### src/tba_pkg.sv
// Shared constants, types and helpers for the texture block allocator.
// No dependencies; every other file imports this package.
package tba_pkg;

    localparam int NUM_BLOCKS = 16;
    localparam int KEY_BITS   = 32;
    localparam int OWNER_W    = 8;
    localparam int IN_KEY_W   = 32;
    localparam int OUT_IDX_W  = 4;
    localparam int IDX_W      = (NUM_BLOCKS > 1) ? $clog2(NUM_BLOCKS) : 1;

    typedef enum logic {
        CMD_ALLOC   = 1'b0,
        CMD_RELEASE = 1'b1
    } t_cmd;

    typedef enum logic [2:0] {
        WR_REUSE = 3'b001,
        WR_NEW   = 3'b010,
        WR_FREE  = 3'b100
    } t_wr_kind;

    // Search state handed from one cell to the next
    typedef struct packed {
        logic             hit_found;
        logic [IDX_W-1:0] hit_idx;
        logic             hit_reload;
        logic             free_found;
        logic [IDX_W-1:0] free_idx;
    } t_chain;

    // Table update broadcast to all cells
    typedef struct packed {
        logic                en;
        t_wr_kind            kind;
        logic [IDX_W-1:0]    idx;
        logic [OWNER_W-1:0]  owner;
        logic [KEY_BITS-1:0] key;
    } t_write;

    function automatic logic [KEY_BITS-1:0] to_key(input logic [IN_KEY_W-1:0] raw);
        logic [KEY_BITS+IN_KEY_W-1:0] ext;
        ext = {{KEY_BITS{1'b0}}, raw};
        return ext[KEY_BITS-1:0];
    endfunction

    function automatic logic [OUT_IDX_W-1:0] to_out_idx(input logic [IDX_W-1:0] idx);
        logic [IDX_W+OUT_IDX_W-1:0] ext;
        ext = {{OUT_IDX_W{1'b0}}, idx};
        return ext[OUT_IDX_W-1:0];
    endfunction

endpackage

### src/tba_if.sv
// Request and response channel interfaces for the texture block allocator.
// Depends on tba_pkg.
interface tba_req_if;
    import tba_pkg::*;
    logic                valid;
    logic                ready;
    logic                command;
    logic [OWNER_W-1:0]  owner_id;
    logic [IN_KEY_W-1:0] texture_key;

    modport source (output valid, command, owner_id, texture_key, input ready);
    modport sink   (input valid, command, owner_id, texture_key, output ready);
endinterface

interface tba_rsp_if;
    import tba_pkg::*;
    logic                 valid;
    logic                 ready;
    logic [OUT_IDX_W-1:0] block_index;
    logic                 reused;
    logic                 reload_needed;
    logic                 table_full;

    modport source (output valid, block_index, reused, reload_needed, table_full,
                    input ready);
    modport sink   (input valid, block_index, reused, reload_needed, table_full,
                    output ready);
endinterface

### src/tba_cell.sv
// One atlas block: owner, live flag and key, plus its link in the search chain.
// Depends on tba_pkg.
module tba_cell (
    input  logic                         i_clk,
    input  logic                         i_rst_n,
    input  logic [tba_pkg::IDX_W-1:0]    i_index,
    input  logic                         i_eval,
    input  logic [tba_pkg::OWNER_W-1:0]  i_owner,
    input  logic [tba_pkg::KEY_BITS-1:0] i_key,
    input  tba_pkg::t_cmd                i_cmd,
    input  tba_pkg::t_write              i_wr,
    input  tba_pkg::t_chain              i_chain,
    output tba_pkg::t_chain              o_chain
);
    import tba_pkg::*;

    logic [OWNER_W-1:0]  r_owner;
    logic                r_live;
    logic [KEY_BITS-1:0] r_key;
    logic                r_own_eq;
    logic                r_key_diff;
    logic                w_hit;
    logic                w_free;

    always_ff @(posedge i_clk) begin
        if (!i_rst_n) begin
            r_owner <= '0;
            r_live  <= 1'b0;
            r_key   <= '0;
        end else if (i_wr.en && i_wr.idx == i_index) begin
            unique case (i_wr.kind)
                WR_REUSE: begin
                    r_live <= 1'b1;
                    r_key  <= i_wr.key;
                end
                WR_NEW: begin
                    r_owner <= i_wr.owner;
                    r_live  <= 1'b1;
                    r_key   <= i_wr.key;
                end
                WR_FREE: begin
                    r_live <= 1'b0;
                end
                default: begin
                    r_live <= r_live;
                end
            endcase
        end
    end

    // compare against the incoming request; held until the pick
    always_ff @(posedge i_clk) begin
        if (i_eval) begin
            r_own_eq   <= (r_owner == i_owner);
            r_key_diff <= (r_key != i_key);
        end
    end

    // release only matches a live block; allocate matches freed ones too
    assign w_hit  = (i_cmd == CMD_ALLOC) ? r_own_eq : (r_own_eq & r_live);
    assign w_free = ~r_live;

    always_comb begin
        o_chain.hit_found  = i_chain.hit_found | w_hit;
        o_chain.hit_idx    = i_chain.hit_found ? i_chain.hit_idx : i_index;
        o_chain.hit_reload = i_chain.hit_found ? i_chain.hit_reload : r_key_diff;
        o_chain.free_found = i_chain.free_found | w_free;
        o_chain.free_idx   = i_chain.free_found ? i_chain.free_idx : i_index;
    end

endmodule

### src/texture_block_allocator.sv
// Texture block allocator top level: request capture, chain of block cells,
// pick and response register. Depends on tba_pkg, tba_if and tba_cell.
//
// On acceptance every block cell compares its owner and key with the request in
// parallel; in the pick state the match and free flags ripple through the chain
// of cells, lowest block first, and the winning block is updated as the response
// is loaded, which waits while a held response is not yet taken. A new request is
// taken in the cycle after the previous pick, even while the response still waits;
// no request is taken during a pick. All blocks read as owner 0, free, key 0 after
// reset, with no clearing pass.
module texture_block_allocator (
    input  logic             i_clk,
    input  logic             i_rst_n,
    tba_req_if.sink          i_req,
    tba_rsp_if.source        o_rsp
);
    import tba_pkg::*;

    typedef enum logic [1:0] {
        ST_IDLE = 2'b01,
        ST_PICK = 2'b10
    } t_state;

    t_state              r_state, n_state;
    t_cmd                r_cmd;
    logic [OWNER_W-1:0]  r_owner;
    logic [KEY_BITS-1:0] r_key;
    logic [KEY_BITS-1:0] w_in_key;
    logic                w_accept;
    logic                w_load;
    logic                r_out_valid;
    logic [OUT_IDX_W-1:0] r_out_idx, n_out_idx;
    logic                r_out_reused, n_out_reused;
    logic                r_out_reload, n_out_reload;
    logic                r_out_full, n_out_full;
    t_write              w_wr;
    t_chain              w_chain [NUM_BLOCKS+1];

    assign w_in_key  = to_key(i_req.texture_key);
    assign i_req.ready = (r_state == ST_IDLE);
    assign w_accept  = i_req.valid & i_req.ready;
    assign w_load    = (r_state == ST_PICK) & (~r_out_valid | o_rsp.ready);

    always_comb begin
        n_state = r_state;
        unique case (r_state)
            ST_IDLE: if (w_accept) n_state = ST_PICK;
            ST_PICK: if (w_load)   n_state = ST_IDLE;
            default: n_state = ST_IDLE;
        endcase
    end

    always_ff @(posedge i_clk) begin
        if (!i_rst_n) begin
            r_state     <= ST_IDLE;
            r_out_valid <= 1'b0;
        end else begin
            r_state <= n_state;
            if (w_load)
                r_out_valid <= 1'b1;
            else if (o_rsp.ready)
                r_out_valid <= 1'b0;
        end
    end

    always_ff @(posedge i_clk) begin
        if (w_accept) begin
            r_cmd   <= t_cmd'(i_req.command);
            r_owner <= i_req.owner_id;
            r_key   <= w_in_key;
        end
        if (w_load) begin
            r_out_idx    <= n_out_idx;
            r_out_reused <= n_out_reused;
            r_out_reload <= n_out_reload;
            r_out_full   <= n_out_full;
        end
    end

    assign w_chain[0] = '0;

    for (genvar g = 0; g < NUM_BLOCKS; g++) begin : g_cell
        tba_cell u_cell (
            .i_clk   (i_clk),
            .i_rst_n (i_rst_n),
            .i_index (IDX_W'(g)),
            .i_eval  (w_accept),
            .i_owner (i_req.owner_id),
            .i_key   (w_in_key),
            .i_cmd   (r_cmd),
            .i_wr    (w_wr),
            .i_chain (w_chain[g]),
            .o_chain (w_chain[g+1])
        );
    end

    // pick from the end of the chain
    always_comb begin
        n_out_idx    = '0;
        n_out_reused = 1'b0;
        n_out_reload = 1'b0;
        n_out_full   = 1'b0;
        w_wr.en      = 1'b0;
        w_wr.kind    = WR_REUSE;
        w_wr.idx     = w_chain[NUM_BLOCKS].hit_idx;
        w_wr.owner   = r_owner;
        w_wr.key     = r_key;
        unique case (r_cmd)
            CMD_ALLOC: begin
                priority if (w_chain[NUM_BLOCKS].hit_found) begin
                    n_out_idx    = to_out_idx(w_chain[NUM_BLOCKS].hit_idx);
                    n_out_reused = 1'b1;
                    n_out_reload = w_chain[NUM_BLOCKS].hit_reload;
                    w_wr.en      = w_load;
                end else if (w_chain[NUM_BLOCKS].free_found) begin
                    n_out_idx    = to_out_idx(w_chain[NUM_BLOCKS].free_idx);
                    n_out_reload = 1'b1;
                    w_wr.en      = w_load;
                    w_wr.kind    = WR_NEW;
                    w_wr.idx     = w_chain[NUM_BLOCKS].free_idx;
                end else begin
                    n_out_full   = 1'b1;
                end
            end
            CMD_RELEASE: begin
                if (w_chain[NUM_BLOCKS].hit_found) begin
                    n_out_idx    = to_out_idx(w_chain[NUM_BLOCKS].hit_idx);
                    n_out_reused = 1'b1;
                    w_wr.en      = w_load;
                    w_wr.kind    = WR_FREE;
                end
            end
            default: begin
                w_wr.en = 1'b0;
            end
        endcase
    end

    assign o_rsp.valid         = r_out_valid;
    assign o_rsp.block_index   = r_out_idx;
    assign o_rsp.reused        = r_out_reused;
    assign o_rsp.reload_needed = r_out_reload;
    assign o_rsp.table_full    = r_out_full;

endmodule

### src/flat_wrapper.sv
// flat-port wrapper written by rule: the top's interface ports become plain ports
module texture_block_allocator_flat import tba_pkg::*;
  (i_clk, i_rst_n, i_req_valid, i_req_command, i_req_owner_id, i_req_texture_key, i_req_ready, o_rsp_valid, o_rsp_block_index, o_rsp_reused, o_rsp_reload_needed, o_rsp_table_full, o_rsp_ready);
  tba_req_if i_req_i ();
  tba_rsp_if o_rsp_i ();
  input  logic i_clk;
  input  logic i_rst_n;
  input wire logic [$bits(i_req_i.valid)-1:0] i_req_valid;
  input wire logic [$bits(i_req_i.command)-1:0] i_req_command;
  input wire logic [$bits(i_req_i.owner_id)-1:0] i_req_owner_id;
  input wire logic [$bits(i_req_i.texture_key)-1:0] i_req_texture_key;
  output wire logic [$bits(i_req_i.ready)-1:0] i_req_ready;
  output wire logic [$bits(o_rsp_i.valid)-1:0] o_rsp_valid;
  output wire logic [$bits(o_rsp_i.block_index)-1:0] o_rsp_block_index;
  output wire logic [$bits(o_rsp_i.reused)-1:0] o_rsp_reused;
  output wire logic [$bits(o_rsp_i.reload_needed)-1:0] o_rsp_reload_needed;
  output wire logic [$bits(o_rsp_i.table_full)-1:0] o_rsp_table_full;
  input wire logic [$bits(o_rsp_i.ready)-1:0] o_rsp_ready;
  assign i_req_i.valid = i_req_valid;
  assign i_req_i.command = i_req_command;
  assign i_req_i.owner_id = i_req_owner_id;
  assign i_req_i.texture_key = i_req_texture_key;
  assign i_req_ready = i_req_i.ready;
  assign o_rsp_valid = o_rsp_i.valid;
  assign o_rsp_block_index = o_rsp_i.block_index;
  assign o_rsp_reused = o_rsp_i.reused;
  assign o_rsp_reload_needed = o_rsp_i.reload_needed;
  assign o_rsp_table_full = o_rsp_i.table_full;
  assign o_rsp_i.ready = o_rsp_ready;
  texture_block_allocator u_core (.i_clk(i_clk), .i_rst_n(i_rst_n), .i_req(i_req_i), .o_rsp(o_rsp_i));
endmodule
### config.mk
export PLATFORM = sky130hd
export DESIGN_NAME = texture_block_allocator_flat
export DESIGN_NICKNAME = d
export VERILOG_FILES = /design/src/tba_pkg.sv /design/src/tba_if.sv /design/src/tba_cell.sv /design/src/texture_block_allocator.sv /design/src/flat_wrapper.sv
export SDC_FILE = /design/constraint.sdc
export NUM_CORES = 2
export LEC_CHECK = 0
export ABC_AREA = 1
export BUFFER_PORTS_ARGS = -buffer_cell sky130_fd_sc_hd__buf_2
export CAP_MARGIN = 20
export CORE_MARGIN = 2
export CORE_UTILIZATION = 30
export DETAILED_ROUTE_END_ITERATION = 7
export GPL_TIMING_DRIVEN = 0
export PLACE_DENSITY = 0.46
export RECOVER_POWER = 100
export SLEW_MARGIN = 20
export SYNTH_ARGS = -nofsm -noshare
export SYNTH_HDL_FRONTEND = slang
export SYNTH_SLANG_ARGS = --single-unit
### constraint.sdc
create_clock -name i_clk -period 8.9 [get_ports i_clk]
set_input_delay 0.89 -clock i_clk [delete_from_list [all_inputs] [get_ports i_clk]]
set_output_delay 0.89 -clock i_clk [all_outputs]
set_load 0.05 [all_outputs]
# Word level (Yosys, flattened, before mapping)
# Cells that the tools add are included.
# word_totals
ff_bits,739
out_inout_bits,9
# op_classes
eq_ne,54
mux,81
n_bitwise,67
n_reduce_logical,70
# ops
op,n
$ne A32 B32 Y1,16
$mux W4,33
$eq A8 B8 Y1,16
$reduce_and A2 Y1,49
$mux W1,40
$eq A4 B4 Y1 const B,8
$or A1 B1 Y1,31
$and A1 B1 Y1,18
$not A1 Y1,18
$eq A4 B3 Y1 const B,4
$logic_and A1 B1 Y1,16
$pmux W4 S2,2
$eq A4 B2 Y1 const B,2
$mux W8,1
$mux W7,1
$eq A4 B1 Y1 const B,1
$logic_not A4 Y1,1
$mux W2,2
$pmux W2 S2,1
$reduce_bool A2 Y1,2
$reduce_or A2 Y1,2
$eq A3 B1 Y1 const B,1
$eq A3 B2 Y1 const B,1
$eq A3 B3 Y1 const B,1
other kinds (5),5

# Depth between registers and ports, before layout
# depth
depth_word,24
mapped_depth,23

# Cells and area by module
# Synthesis repeated with hierarchy kept, for this count alone.
# hier_totals
hier_cells,7032
hier_area_um2,45527.4
# modules_own_cells
module,n_inst,cells_per_inst,area_each_um2
tba_cell,16,433,2733.9
texture_block_allocator,1,104,1785.5

# Worst setup path before layout
# No wires, ideal clock.
# synth_path
kind,reg-to-reg
start,reg u_core.r_state[0]
end,"reg u_core.g_cell[0].u_cell.r_key_diff, enable pin"
setup_time_ns,0.440
t_arrival_ns,2.869
slack_ns,5.592
path_stages_with_launch,4
path_buffers,0
synth_period_minus_slack_ns,3.308
cell_sequence,dfxtp_1 > inv_1 > nor2_1 > and2_1
# synth_via
elab_chain_len,2
# synth_lines
item,line_no,rtl
"start, declared",texture_block_allocator.sv:24,"t_state r_state, n_state;"
"start signal, assigned",texture_block_allocator.sv:58,r_state <= n_state;
$eq A2 B1 Y1,texture_block_allocator.sv:40,assign i_req.ready = (r_state == ST_IDLE);
via i_req_ready,flat_wrapper.sv:12,output wire logic [$bits(i_req_i.ready)-1:0] i_req_ready;
$and A1 B1 Y1,texture_block_allocator.sv:41,assign w_accept = i_req.valid & i_req.ready;
via u_core.g_cell[0].u_cell.i_eval,tba_cell.sv:7,"input logic i_eval,"
"end signal, assigned",tba_cell.sv:55,r_key_diff <= (r_key != i_key);
"end, declared",tba_cell.sv:21,logic r_key_diff;
# The timed path passes the listed nets, and every way through them passes these cells.
# A chain may end at the register's enable or synchronous reset.

# Worst setup path in the final report
# layout_path
start,reg u_core.r_cmd
end,reg u_core.g_cell[11].u_cell.r_owner[7]
# layout_via
elab_chain_len,22
elab_cells_between_ends,57
cone_classes,eq/ne: 2; mux: 37; bitwise: 16; reduce/logical: 2
# layout_lines
item,line_no,rtl
"start, declared",texture_block_allocator.sv:25,t_cmd r_cmd;
"start signal, assigned",texture_block_allocator.sv:68,r_cmd <= t_cmd'(i_req.command);
$mux W1,tba_cell.sv:60,assign w_hit = (i_cmd == CMD_ALLOC) ? r_own_eq : (r_own_eq & r_live);
$mux W1 or $or A1 B1 Y1 (tied branches),"tba_cell.sv:65, tba_cell.sv:64",
$mux W4 or $or A1 B1 Y1 (tied branches) (13 in a row),"tba_cell.sv:65, tba_cell.sv:64",
$mux W4,tba_cell.sv:65,o_chain.hit_idx = i_chain.hit_found ? i_chain.hit_idx : i_index;
$mux W8,texture_block_allocator.sv:115,end else if (w_chain[NUM_BLOCKS].free_found) begin
$mux W7,texture_block_allocator.sv:110,priority if (w_chain[NUM_BLOCKS].hit_found) begin
$mux W4,texture_block_allocator.sv:108,unique case (r_cmd)
$eq A4 B4 Y1,tba_cell.sv:30,end else if (i_wr.en && i_wr.idx == i_index) begin
$logic_and A1 B1 Y1,tba_cell.sv:30,
$reduce_and A2 Y1 (no line) *,--,
"end signal, assigned",tba_cell.sv:37,r_owner <= i_wr.owner;
"end, declared",tba_cell.sv:17,logic [OWNER_W-1:0] r_owner;
# Every way passes the cells marked *; elsewhere a longest branch is shown, timed or not.

==> results.yml <==
yosys:
  ys_warn_count: 0
  synth_edf_count: 80
  synth_area_per_cell_sq_um: 6.69
  synthTopCellsByArea: "dfxtp_1 (33%), nand2_1 (15%), nor2_1 (9.9%), inv_1 (9.1%), xnor2_1 (9.1%)"
  yosys.area.top_type: "dfxtp_1"
  ys_types: 39
  synth_seq_cells: 739
  synth_most_common_cell: "nand2_1"
  synth_top_cell_area_share_pct: 33.2
  ys.flop_type: "dfxtp_1"
  synth.yosys.seq_area_share_pct: 39.3
  async_flop_share_pct: 0
  synth_nets: 5978
  ys_top_cells_by_count: "nand2_1 (1,578), nor2_1 (1,047), inv_1 (965)"
  synthCells: 5933
  syn_area_sq_mm: 0.0397
worst_setup_path:
  arrival_ps: 7020
  cpLargestDelayFamily: "simple AND/OR/NAND/NOR gates"
  crit_type: "reg -> reg"
  crit_fanout: 10
  critPathLaunchType: "flip-flop"
  path_cells: "nand2_1, nand2_1, nand2_1, nor2_1, nand4_1, nor2_1, nand4_2, nor2_1, nand3_1, nor2_1, nand3_1, nand2_1, nand2_1, nor2_1, clkbuf_1, clkbuf_1, clkbuf_1, nand4_1, nand2_1, nor2_1"
  required_ps: 9500
  critical_path.max_stage_delay_ps: 850
  path_buf_inv: 3
  r2r_setup_slack_ps: 2480
  cp-end-kind: "flip-flop"
  slowest_stage: "clkbuf_1"
global_routing:
  grt_max_degree: 34
  first_global_vias: 35400
  grtUsageTotal_pct: 28.3
  grt_util_met1_pct: 38.5
  grt_first_pass_wirelength_um: 272000
  grt.busiest_layer: "met2"
  met2_usage_pct: 43.1
  grt.overflow.total: 0
  met3_usage_pct: 4.92
  antenna_found_initial: 9
timing:
  setup-tns-final_ps: 0
  slew_headroom_pct: -107
  fmaxAchievable_mhz: 156
  fin_skew_ps: 31.0
  period_share_pct: 72.1
  rsz0062_at_grt: "false"
  setup_viol: 0
  layout_min_cycle_time_ps: 6420
  slew_violations: 105
  finalHoldViolations: 0
  worstMarginPinSlew_ps: 3100
cts:
  cts_tree: "done"
  clock_sinks: 739
  clockRootBuffer: "clkbuf_16"
  numCtsBuffers: 92
  clk_path_buf_depth: 3
  cts_resized: 0
  clk_pin_slew_ps: 60
  htreeDepth: 3
  postCtsHoldBufs: 0
  clk_latency_ps: 720
  post-cts-setup-buffer-count: 0
pwr:
  clockPowerShare_pct: 46.8
  pwr-share-comb_pct: 11.7
  p_sw_share_pct: 29.5
  power_density_mw_per_mm2: 181
  ir_drop_mv: 0.168
  p_int_mw: 5.78
  finalPower_mw: 8.20
  power_leakage_nw: 19.9
  seqPwrFrac_pct: 41.5
  p_sw_mw: 2.42
outcome:
  violations: "max-capacitance violations, max-slew violations"
  status: "finished, violations left"
placed_design:
  dpl-instance-area_sq_mm: 0.0428
  globalplace.congestion: 0.976
  hpwl_um: 137000
  portBuffers: 52
die:
  rows: 133
  die_area_sq_mm: 0.135
  coreArea_sq_mm: 0.131
  initial_utilization_pct: 30.2
  die_x_um: 368
  die_y_um: 368
  io-pin-count: 54
hold_path:
  hp-class: "in -> reg"
drt:
  wl_per_cell_um: 24.8
  drt_iter0_markers: 4697
  vias: 39200
  drc_errors: 0
  wl_um: 197000
  via_per_inst: 4.94
  drtAntennaViolNets: 0
  drtPass1Iterations: 6
final_layout:
  fin_util_pct: 34.4
  design_area_sq_mm: 0.0453
  layout-drive-gt1-share_pct: 4.76
  nets: 6145
  area_delta_synth_final_pct: 13.9
job:
  maxCapViolCount: 6
-- routing by layer --
metal / vias to the layer above / routed length [um]
li1: 18400 / -
met1: 18500 / 84300
met2: 1746 / 83800
met3: 431 / 16900
met4: 6 / 11700
met5: - / 41
-- registers in the layout, indices dropped and copies added, names as in the netlist, 2 cells and up --
name                             flops
u_core.r_owner                       8
u_core.g_cell.u_cell.r_owner       128
u_core.g_cell.u_cell.r_key         512
u_core.r_key                        32
u_core.g_cell.u_cell.r_own_eq       16
u_core.o_rsp.block_index             4
u_core.r_state                       2
u_core.g_cell.u_cell.r_live         16
u_core.g_cell.u_cell.r_key_diff     16
-- stage by stage --
stage	cells	setup slack, ps	hold slack (ps)
after global routing	7927	2110	337
after floorplan	5933	5590	449
after detailed placement	7760	4340	482
after global placement	7740	3290	475
after CTS	7926	4330	311
final	7929	2480	362
-- kinds of logic (layout without fill, tap and decap cells) --
| family | after synthesis | count (layout) | synth area share [%] |
|---|---|---|---|
| other cells | 0 | 2 | 0 |
| buf+inv | 1379 | 1618 | 13.7 |
| xor+xnor | 440 | 440 | 9.70 |
| simple gates | 3216 | 3216 | 34.3 |
| compound gates | 159 | 159 | 3.01 |
| flops | 739 | 739 | 39.3 |
-- final cells by class --
type,count,area [sq um]
diodes,2,5.00
plain buffers,402,1700
clock buffers,139,2650
clock inverters,27,304
fillers,14500,86200
inverters,977,3670
multi-input cells,3815,18500
flip-flops and latches,739,15600
well taps,1755,2200
repair buffers,73,649
-- power groups by stage --
stage,Sequential (mW),Combinational [mW],Clock [mW]
floorplan,3.47,0.444,0
global placement,3.48,0.921,0
detailed placement,3.48,0.946,0
CTS,3.40,0.949,3.88
global route,3.41,0.971,4.00
finish,3.41,0.956,3.84
-- layout by cell type (no fill, tap or decap), drive strengths merged --
cell	count
and2	1
o32ai	1
xnor2	412
clkbuf	464
nand2	1584
clkinv	24
inv	973
nor2	1060
o22ai	1
o211ai	2
a21oi	23
o2111ai	69
dfxtp	659
o21a	1
nor3	3
xor2	28
nor4	48
bufinv	5
o221ai	33
buf	150
diode	2
clkinvlp	2
nand3b	1
o311ai	1
nand3	74
a31oi	2
o21ai	26
edfxtp	80
nand4	438
or2	7
-- path summary, 6_finish.rpt --
path	startpoint	to	cells after the start
worst min register to register	u_core.g_cell[3].u_cell.r_live	u_core.g_cell[3].u_cell.r_live	2
worst min-delay path	i_req_texture_key[7]	u_core.r_key[7]	1
worst max register to register	u_core.r_cmd	u_core.g_cell[11].u_cell.r_owner[7]	20
worst max-delay path	u_core.r_cmd	u_core.g_cell[11].u_cell.r_owner[7]	20
Power figures use the tool's default switching activity.
